<file path="config.mk">
export PLATFORM = sky130hd
export DESIGN_NAME = datagram_reassembly_tracker_core
export DESIGN_NICKNAME = d
export VERILOG_FILES = /design/src/hw/rtl/drt_pkg.sv /design/src/hw/rtl/datagram_reassembly_tracker_core.sv /design/src/hw/rtl/drt_front.sv /design/src/hw/rtl/drt_queue.sv /design/src/hw/rtl/drt_back.sv
export SDC_FILE = /design/constraint.sdc
export NUM_CORES = 1
export LEC_CHECK = 0
export BUFFER_PORTS_ARGS = -buffer_cell sky130_fd_sc_hd__buf_2
export CORE_UTILIZATION = 60
export DETAILED_ROUTE_END_ITERATION = 10
export HOLD_SLACK_MARGIN = 0.08
export PLACE_DENSITY = 0.91
export SLEW_MARGIN = 10
export SYNTH_ARGS = -nofsm -noshare
export SYNTH_HDL_FRONTEND = slang
export SYNTH_SLANG_ARGS = --single-unit
</file>
<file path="constraint.sdc">
create_clock -name clk -period 7.3 [get_ports clk]
set_clock_uncertainty 0.1 [all_clocks]
set_input_delay 1.095 -clock clk [delete_from_list [all_inputs] [get_ports clk]]
set_output_delay 1.095 -clock clk [all_outputs]
set_load 0.02 [all_outputs]
</file>
<file path="src/hw/rtl/drt_pkg.sv">
// shared types and constants for the datagram reassembly tracker
`default_nettype none

package drt_pkg;

	localparam int unsigned FRAGMENT_BYTES_DEF = 1024;
	localparam int unsigned SEQ_W              = 31;
	localparam int unsigned BYTES_W            = 16;
	localparam int unsigned LEN_W              = 17;
	// holds any slot number the 16-bit offset can reach for fragment sizes of 256 bytes or more
	localparam int unsigned SLOT_W             = 8;
	localparam int unsigned QUEUE_DEPTH        = 4;
	localparam logic [LEN_W-1:0] LEN_LIMIT     = 17'd65536;

	typedef enum logic [2:0] {
		V_SINGLE  = 3'd0,
		V_REASM   = 3'd1,
		V_PENDING = 3'd2,
		V_STALE   = 3'd3,
		V_RANGE   = 3'd4,
		V_DUP     = 3'd5
	} verdict_t;

	// one classified header handed from the front stage to the back stage
	typedef struct packed {
		logic               is_fragment;
		logic [SEQ_W-1:0]   seq;
		logic [SLOT_W-1:0]  slot;
		logic               in_range;
		logic               is_short;
		logic [BYTES_W-1:0] payload;
	} item_t;

endpackage : drt_pkg

`default_nettype wire

</file>
<file path="src/hw/rtl/datagram_reassembly_tracker_core.sv">
// top level of the datagram reassembly tracker
// Usage:
//   The input channel takes one parsed header request per cycle when ready (in_valid/in_ready):
//   fragment flag, sequence number, fragment offset, fragment size and payload bytes.
//   The output channel (out_valid/out_ready) returns exactly one result per request,
//   in order: verdict, gap flag, buffer write offset and delivered message length.
// Pipeline and throughput:
//   An accepted request passes these steps in order: the front stage register takes it
//   with the slot from the multiply, the queue stores it, and the back stage updates
//   tracking state and loads the output register, whose result shows on out_valid.
//   Throughput is one request per cycle while out_ready does not stall the output;
//   the back stage reads and updates the sequence state and slot bitmap in the same cycle.
// Stall:
//   If out_ready is low the result waits in the output register while the queue
//   (four entries) and the front stage keep taking requests; in_ready drops only
//   once both are full.
// Reset:
//   arst_n clears the sequence state, the slot bitmap and all valid flags at once;
//   requests are taken from the first cycle after reset.
`default_nettype none

module datagram_reassembly_tracker_core #(
	parameter int unsigned FRAGMENT_BYTES = drt_pkg::FRAGMENT_BYTES_DEF
) (
	input  wire logic                         clk,
	input  wire logic                         arst_n,
	input  wire logic                         in_valid,
	output logic                              in_ready,
	input  wire logic                         is_fragment,
	input  wire logic [drt_pkg::SEQ_W-1:0]    seq_number,
	input  wire logic [drt_pkg::BYTES_W-1:0]  frag_offset,
	input  wire logic [drt_pkg::BYTES_W-1:0]  frag_size_field,
	input  wire logic [drt_pkg::BYTES_W-1:0]  payload_bytes,
	output logic                              out_valid,
	input  wire logic                         out_ready,
	output logic [2:0]                        verdict,
	output logic                              gap_seen,
	output logic [drt_pkg::BYTES_W-1:0]       write_offset,
	output logic [drt_pkg::LEN_W-1:0]         message_length
);
	import drt_pkg::*;

	logic  push;
	item_t push_item;
	logic  queue_full;
	logic  pop;
	logic  head_valid;
	item_t head_item;

	drt_front #(
		.FRAGMENT_BYTES (FRAGMENT_BYTES)
	) u_front (
		.clk             (clk),
		.arst_n          (arst_n),
		.in_valid        (in_valid),
		.in_ready        (in_ready),
		.is_fragment     (is_fragment),
		.seq_number      (seq_number),
		.frag_offset     (frag_offset),
		.frag_size_field (frag_size_field),
		.payload_bytes   (payload_bytes),
		.push            (push),
		.push_item       (push_item),
		.queue_full      (queue_full)
	);

	drt_queue u_queue (
		.clk        (clk),
		.arst_n     (arst_n),
		.push       (push),
		.push_item  (push_item),
		.full       (queue_full),
		.pop        (pop),
		.head_valid (head_valid),
		.head_item  (head_item)
	);

	drt_back #(
		.FRAGMENT_BYTES (FRAGMENT_BYTES)
	) u_back (
		.clk            (clk),
		.arst_n         (arst_n),
		.head_valid     (head_valid),
		.head_item      (head_item),
		.pop            (pop),
		.out_valid      (out_valid),
		.out_ready      (out_ready),
		.verdict        (verdict),
		.gap_seen       (gap_seen),
		.write_offset   (write_offset),
		.message_length (message_length)
	);

endmodule : datagram_reassembly_tracker_core

`default_nettype wire

</file>
<file path="src/hw/rtl/drt_front.sv">
// front stage: accepts headers, derives fragment slot and last-fragment flag
`default_nettype none

module drt_front #(
	parameter int unsigned FRAGMENT_BYTES = drt_pkg::FRAGMENT_BYTES_DEF
) (
	input  wire logic                         clk,
	input  wire logic                         arst_n,
	input  wire logic                         in_valid,
	output logic                              in_ready,
	input  wire logic                         is_fragment,
	input  wire logic [drt_pkg::SEQ_W-1:0]    seq_number,
	input  wire logic [drt_pkg::BYTES_W-1:0]  frag_offset,
	input  wire logic [drt_pkg::BYTES_W-1:0]  frag_size_field,
	input  wire logic [drt_pkg::BYTES_W-1:0]  payload_bytes,
	output logic                              push,
	output drt_pkg::item_t                    push_item,
	input  wire logic                         queue_full
);
	import drt_pkg::*;

	localparam int unsigned SLOT_COUNT = 65536 / FRAGMENT_BYTES;
	// offset / FRAGMENT_BYTES done as multiply by a rounded-up reciprocal, exact for 16 bits
	localparam int unsigned FB_LOG   = $clog2(FRAGMENT_BYTES);
	localparam int unsigned FRAC     = BYTES_W + FB_LOG;
	localparam longint unsigned RECIP =
		((64'd1 << FRAC) + 64'(FRAGMENT_BYTES) - 64'd1) / 64'(FRAGMENT_BYTES);
	localparam int unsigned PROD_W   = FRAC + SLOT_W;

	logic [PROD_W-1:0]  product;
	logic               valid_s1;
	logic               frag_s1;
	logic [SEQ_W-1:0]   seq_s1;
	logic [SLOT_W-1:0]  slot_s1;
	logic               short_s1;
	logic [BYTES_W-1:0] pay_s1;
	logic               accept;

	assign product  = PROD_W'(frag_offset) * PROD_W'(RECIP);
	assign in_ready = !valid_s1 || !queue_full;
	assign accept   = in_valid && in_ready;
	assign push     = valid_s1 && !queue_full;

	always_ff @(posedge clk or negedge arst_n) begin
		if (!arst_n) begin
			valid_s1 <= 1'b0;
		end else begin
			valid_s1 <= accept || (valid_s1 && !push);
		end
	end

	always_ff @(posedge clk) begin
		if (accept) begin
			frag_s1  <= is_fragment;
			seq_s1   <= seq_number;
			slot_s1  <= product[PROD_W-1 -: SLOT_W];
			short_s1 <= (frag_size_field != BYTES_W'(FRAGMENT_BYTES));
			pay_s1   <= payload_bytes;
		end
	end

	always_comb begin
		push_item.is_fragment = frag_s1;
		push_item.seq         = seq_s1;
		push_item.slot        = slot_s1;
		push_item.in_range    = ({1'b0, slot_s1} < (SLOT_W + 1)'(SLOT_COUNT));
		push_item.is_short    = short_s1;
		push_item.payload     = pay_s1;
	end

endmodule : drt_front

`default_nettype wire

</file>
<file path="src/hw/rtl/drt_queue.sv">
// short queue between the front and back stages
`default_nettype none

module drt_queue (
	input  wire logic           clk,
	input  wire logic           arst_n,
	input  wire logic           push,
	input  wire drt_pkg::item_t push_item,
	output logic                full,
	input  wire logic           pop,
	output logic                head_valid,
	output drt_pkg::item_t      head_item
);
	import drt_pkg::*;

	localparam int unsigned PTR_W = $clog2(QUEUE_DEPTH);
	localparam int unsigned CNT_W = $clog2(QUEUE_DEPTH + 1);

	item_t            entries [QUEUE_DEPTH];
	logic [PTR_W-1:0] wr_ptr_q;
	logic [PTR_W-1:0] rd_ptr_q;
	logic [CNT_W-1:0] count_q;
	logic             do_push;
	logic             do_pop;

	assign full       = (count_q == CNT_W'(QUEUE_DEPTH));
	assign head_valid = (count_q != '0);
	assign head_item  = entries[rd_ptr_q];
	assign do_push    = push && !full;
	assign do_pop     = pop && head_valid;

	always_ff @(posedge clk or negedge arst_n) begin
		if (!arst_n) begin
			wr_ptr_q <= '0;
			rd_ptr_q <= '0;
			count_q  <= '0;
		end else begin
			if (do_push) wr_ptr_q <= wr_ptr_q + PTR_W'(1);
			if (do_pop)  rd_ptr_q <= rd_ptr_q + PTR_W'(1);
			if (do_push && !do_pop) count_q <= count_q + CNT_W'(1);
			else if (do_pop && !do_push) count_q <= count_q - CNT_W'(1);
		end
	end

	always_ff @(posedge clk) begin
		if (do_push) entries[wr_ptr_q] <= push_item;
	end

	a_count_bound: assert property (@(posedge clk) disable iff (!arst_n)
		count_q <= CNT_W'(QUEUE_DEPTH))
		else $error("queue count beyond depth");

endmodule : drt_queue

`default_nettype wire

</file>
<file path="src/hw/rtl/drt_back.sv">
// back stage: sequencing state, slot bitmap, verdict and output register
`default_nettype none

module drt_back #(
	parameter int unsigned FRAGMENT_BYTES = drt_pkg::FRAGMENT_BYTES_DEF
) (
	input  wire logic                         clk,
	input  wire logic                         arst_n,
	input  wire logic                         head_valid,
	input  wire drt_pkg::item_t               head_item,
	output logic                              pop,
	output logic                              out_valid,
	input  wire logic                         out_ready,
	output logic [2:0]                        verdict,
	output logic                              gap_seen,
	output logic [drt_pkg::BYTES_W-1:0]       write_offset,
	output logic [drt_pkg::LEN_W-1:0]         message_length
);
	import drt_pkg::*;

	localparam int unsigned SLOT_COUNT = 65536 / FRAGMENT_BYTES;
	localparam int unsigned IDX_W      = $clog2(SLOT_COUNT);
	localparam int unsigned CNT_W      = $clog2(SLOT_COUNT + 1);

	// tracking state
	logic [SEQ_W-1:0]      last_seq_q;
	logic [SEQ_W-1:0]      tracked_seq_q;
	logic                  tracked_valid_q;
	logic [SLOT_COUNT-1:0] map_q;
	logic [CNT_W-1:0]      count_q;
	logic [IDX_W-1:0]      final_slot_q;
	logic                  final_known_q;
	logic [LEN_W-1:0]      acc_len_q;

	logic [SEQ_W-1:0]      last_seq_n;
	logic [SEQ_W-1:0]      tracked_seq_n;
	logic                  tracked_valid_n;
	logic [SLOT_COUNT-1:0] map_n;
	logic [CNT_W-1:0]      count_n;
	logic [IDX_W-1:0]      final_slot_n;
	logic                  final_known_n;
	logic [LEN_W-1:0]      acc_len_n;

	verdict_t              verdict_n;
	logic                  gap_n;
	logic [BYTES_W-1:0]    wofs_n;
	logic [LEN_W-1:0]      mlen_n;

	logic                  stale;
	logic                  new_seq;
	logic [IDX_W-1:0]      idx;
	logic [LEN_W:0]        len_sum;
	logic [31:0]           wofs_full;

	// output register
	logic                  out_valid_q;
	verdict_t              verdict_q;
	logic                  gap_q;
	logic [BYTES_W-1:0]    wofs_q;
	logic [LEN_W-1:0]      mlen_q;

	assign pop          = head_valid && (!out_valid_q || out_ready);
	assign idx          = head_item.slot[IDX_W-1:0];
	assign wofs_full    = 32'(head_item.slot) * 32'(FRAGMENT_BYTES);
	assign stale        = (head_item.seq <= last_seq_q) && (last_seq_q != '0);
	assign new_seq      = !tracked_valid_q || (head_item.seq != tracked_seq_q);

	always_comb begin
		last_seq_n      = last_seq_q;
		tracked_seq_n   = tracked_seq_q;
		tracked_valid_n = tracked_valid_q;
		map_n           = map_q;
		count_n         = count_q;
		final_slot_n    = final_slot_q;
		final_known_n   = final_known_q;
		acc_len_n       = acc_len_q;
		verdict_n       = V_STALE;
		gap_n           = 1'b0;
		wofs_n          = '0;
		mlen_n          = '0;
		len_sum         = '0;
		if (!stale) begin
			gap_n = ({1'b0, head_item.seq} > ({1'b0, last_seq_q} + (SEQ_W + 1)'(1)));
			if (!head_item.is_fragment) begin
				verdict_n  = V_SINGLE;
				mlen_n     = LEN_W'(head_item.payload);
				last_seq_n = head_item.seq;
			end else begin
				// a new sequence restarts tracking before the slot is looked at
				if (new_seq) begin
					map_n         = '0;
					count_n       = '0;
					final_slot_n  = '0;
					final_known_n = 1'b0;
					acc_len_n     = '0;
				end
				tracked_seq_n   = head_item.seq;
				tracked_valid_n = 1'b1;
				if (!head_item.in_range) begin
					verdict_n = V_RANGE;
				end else begin
					wofs_n = wofs_full[BYTES_W-1:0];
					if (map_n[idx]) begin
						verdict_n = V_DUP;
					end else begin
						map_n[idx] = 1'b1;
						count_n    = count_n + CNT_W'(1);
						len_sum    = {1'b0, acc_len_n} + (LEN_W + 1)'(head_item.payload);
						acc_len_n  = (len_sum > (LEN_W + 1)'(LEN_LIMIT)) ? LEN_LIMIT
							: len_sum[LEN_W-1:0];
						if (head_item.is_short) begin
							final_slot_n  = idx;
							final_known_n = 1'b1;
						end
						if (!final_known_n || (count_n <= CNT_W'(final_slot_n))) begin
							verdict_n = V_PENDING;
						end else begin
							verdict_n  = V_REASM;
							last_seq_n = head_item.seq;
							mlen_n     = acc_len_n;
							acc_len_n  = '0;
						end
					end
				end
			end
		end
	end

	always_ff @(posedge clk or negedge arst_n) begin
		if (!arst_n) begin
			last_seq_q      <= '0;
			tracked_seq_q   <= '0;
			tracked_valid_q <= 1'b0;
			map_q           <= '0;
			count_q         <= '0;
			final_slot_q    <= '0;
			final_known_q   <= 1'b0;
			acc_len_q       <= '0;
			out_valid_q     <= 1'b0;
		end else begin
			if (pop) begin
				last_seq_q      <= last_seq_n;
				tracked_seq_q   <= tracked_seq_n;
				tracked_valid_q <= tracked_valid_n;
				map_q           <= map_n;
				count_q         <= count_n;
				final_slot_q    <= final_slot_n;
				final_known_q   <= final_known_n;
				acc_len_q       <= acc_len_n;
			end
			if (pop) out_valid_q <= 1'b1;
			else if (out_ready) out_valid_q <= 1'b0;
		end
	end

	always_ff @(posedge clk) begin
		if (pop) begin
			verdict_q <= verdict_n;
			gap_q     <= gap_n;
			wofs_q    <= wofs_n;
			mlen_q    <= mlen_n;
		end
	end

	assign out_valid      = out_valid_q;
	assign verdict        = verdict_q;
	assign gap_seen       = gap_q;
	assign write_offset   = wofs_q;
	assign message_length = mlen_q;

	a_count_matches_map: assert property (@(posedge clk) disable iff (!arst_n)
		$countones(map_q) == int'(count_q))
		else $error("slot count out of step with bitmap");

	a_len_cleared_on_reasm: assert property (@(posedge clk) disable iff (!arst_n)
		pop && verdict_n == V_REASM |=> acc_len_q == '0)
		else $error("length not restarted after reassembly");

	a_len_only_on_delivery: assert property (@(posedge clk) disable iff (!arst_n)
		out_valid_q && mlen_q != '0 |-> verdict_q == V_SINGLE || verdict_q == V_REASM)
		else $error("message length on a request that was not delivered");

endmodule : drt_back

`default_nettype wire
</file>
==> flow_summary.yaml <==
global_routing:
  grt_max_degree: 89
  grt_pass1_vias: 13687
  grt_overflow: 0
  grt_pass1_wl_um: 74200
  antenna_found_initial: 0
  grt_usage_pct: 26.5
critical_path:
  cp.arrival_ps: 7230
  cp-end-kind: "flip-flop"
  path_class: "reg2reg"
  critPathMaxStageDelay_ps: 810
  slowest_stage: "dfrtp_4"
  cp.required_ps: 7640
  crit_path_start: "u_queue.rd_ptr_q[0]"
  reg2reg_from: "u_queue.rd_ptr_q[0]"
  crit_chain: "mux4_2 -> xnor2_1 -> nand4_1 -> nor4_1 -> and3b_1 -> and2_1 -> ha_1 -> a21o_1 -> o21a_1 -> o41ai_1 -> buf_4 -> xnor2_1 -> or4_1 -> nor4_1 -> o2111ai_1 -> o41ai_2 -> buf_4 -> a32o_1"
  cp-start-kind: "flip-flop"
  cp_max_fo: 25
  r2r_slack_ps: 410
yosys:
  yosysSeqAreaShare_pct: 61.4
  synth.avg_cell_area_um2: 14.6
  synth-seq-cells: 469
  yosysWarnings: 0
  ys.flop_type: "edfxtp_1"
  synth_cells: 1479
  synth_edf_count: 302
  syn_area_um2: 21600
  ys_async_sr_fraction_pct: 35.6
  ys_types: 74
power:
  p_per_area_nw_per_um2: 465
  ir_worst_vdd_mv: 0.408
  p_int_mw: 6.99
  switchingPower_mw: 4.23
  p_comb_share_pct: 40.6
  p_total_mw: 11.2
  pwr-share-clk_pct: 21.7
  switching_share_pct: 37.7
  p_seq_share_pct: 37.7
  p_leak_nw: 9.55
placed_design:
  portBuffers: 102
  dp.final_hpwl_um: 28800
  dp_slack_ps: 651
  dp.cells: 2006
  dpl_cell_area_um2: 22600
  gp_congestion: 0.952
clock_tree:
  clkSlewWorstSetupHoldPaths_ps: 60
  clkSinkCount: 469
  cts_root_buf: "clkbuf_16"
  clkLatencyLatePin_ps: 590
  post-cts-setup-buffers: 0
  clockBufferDepth: 3
  cts_tree: "done"
  cts-buffers-inserted: 47
  htreeDepth: 2
  cts_resized: 0
  hold_buffers: 0
timing:
  fin_crit_ps: 6890
  finalSetupViolCount: 0
  fmax_ghz: 0.145
  setup_ws_ps: 406
  timing.hold.ws_ps: 379
  post-route-period-util_pct: 94.4
  drv_slew: 0
  slew_headroom_pct: 10.3
  grt_setup_unrepaired: "no"
  tightest_slew_ps: 1340
  hold_viol_final: 0
  finalSetupTns_ps: 0
hold_path:
  min_from: "u_back.acc_len_q[14]"
  hp-class: "reg2reg"
die:
  die_h_um: 192
  rows: 69
  die_x_um: 192
  start_util_pct: 60.8
  fp.dieArea_um2: 36700
  io_pins: 123
  core_um2: 35500
detailed_routing:
  viasPerCell: 6.41
  met2WireLength_um: 23000
  drt-met1-wl_um: 19100
  route.met3.wl_um: 3570
  firstDrtPassIters: 5
  ant_nets: 0
  dr.first_iter.drc_count: 1220
  drcViolationCount: 0
  drt_wl_total_um: 47200
  vias: 13431
  highest_layer: "met4"
  wire_per_inst_um: 22.6
finish:
  stdcell_count: 2094
  layout-drive-gt1-share_pct: 19.4
  final_cell_mix: "edfxtp_1 (302), dfrtp_1 (165), buf_2 (101)"
  fin_util_pct: 68.1
  fill_cells: 2261
  layout_commonest_cell: "edfxtp_1"
  nets: 1772
  diodes: 0
  finalInstanceArea_um2: 24200
  area_growth_pct: 11.9
outcome:
  status: "finished, final reports clean"
flow_run:
  cap_violations: 0
power by group through the flow:
| stage | clock network, mW | registers [mW] | logic, mW |
|---|---|---|---|
| floorplan | 0 | 4.13 | 3.27 |
| global placement | 0 | 4.19 | 4.26 |
| detailed placement | 0 | 4.25 | 4.44 |
| CTS | 2.46 | 4.22 | 4.52 |
| global route | 2.57 | 4.31 | 4.93 |
| finish | 2.43 | 4.23 | 4.56 |
flip-flops by register name, summed over array words and instances (netlist names), 2 cells and up:
name and flops:
u_back.verdict 3, u_front.slot_s1 6, u_back.acc_len_q 17, u_queue.entries 220, u_queue.rd_ptr_q 2, u_front.seq_s1 31, u_back.write_offset 6, u_back.map_q 64
u_back.tracked_seq_q 31, u_back.last_seq_q 31, u_front.pay_s1 16, u_back.count_q 7, u_back.message_length 17, u_back.final_slot_q 6, u_queue.count_q 3, u_queue.wr_ptr_q 2
cell type report:
cell class,count,area (um2),area share (%)
well taps,461,577,2.39
flip-flops and latches,469,13300,54.9
inverters,60,225,0.932
clock buffers,57,1230,5.11
multi-input cells,891,7850,32.5
repair buffers,125,689,2.85
clock inverters,31,322,1.33
per-layer routing:
metal / up-vias / GRT usage (%)
li1: 5931 / -
met1: 6761 / 35.4
met2: 617 / 42.9
met3: 122 / 5.34
met4: 0 / 9.95
met5: - / 0
path summary, 6_finish.rpt:
path | end | cells after the start
max in group asynchronous | u_queue.rd_ptr_q[1] | 2
worst max-delay path | u_back.message_length[6] | 18
min in group asynchronous | u_back.map_q[32] | 1
worst min register to register | u_back.acc_len_q[14] | 2
worst min-delay path | u_back.acc_len_q[14] | 2
worst max register to register | u_back.message_length[6] | 18
cells in the mapped netlist, drive strengths merged (4+ instances only):
cell	number	area, um2
a2111oi	7	61.3
a21o	20	150
a21oi	28	140
a221oi	4	35.0
a22o	70	613
a31oi	8	50.1
a32o	25	250
and2	31	194
and3	8	50.1
and4	4	35.0
buf	29	171
clkbuf	39	146
dfrtp	167	4180
edfxtp	302	9070
ha	92	1150
inv	59	221
mux2	71	800
mux2i	34	340
mux4	53	1190
nand2	56	210
nand2b	17	106
nand3	32	160
nand4	21	131
nor2	45	179
nor2b	16	100
nor3	15	80.1
nor3b	7	57.6
nor4	19	125
o21a	10	75.1
o21ai	41	205
o22ai	5	31.3
o31ai	6	45.0
xnor2	73	639
xor2	9	78.8
logic make-up after synthesis:
kind of cell    share of synthesized area [%]
compound gates                           9.24
fa+ha+maj                                5.52
other cells                            0.0174
xor+xnor                                 3.33
mux                                      10.8
simple gates                             7.19
flops                                    61.4
buf+inv                                  2.52
critical path, delay by kind of cell (launching register included):
family / cells / cell delay [ps]
multiplexers: 1 / 670
adder cells (fa/ha/maj): 1 / 240
AO/OA/AOI/OAI: 6 / 1570
XOR/XNOR: 2 / 330
buffers and inverters: 2 / 490
flip-flops: 1 / 810
AND/OR/NAND/NOR: 6 / 2530
Note: power is estimated with default switching activity, not from simulation.
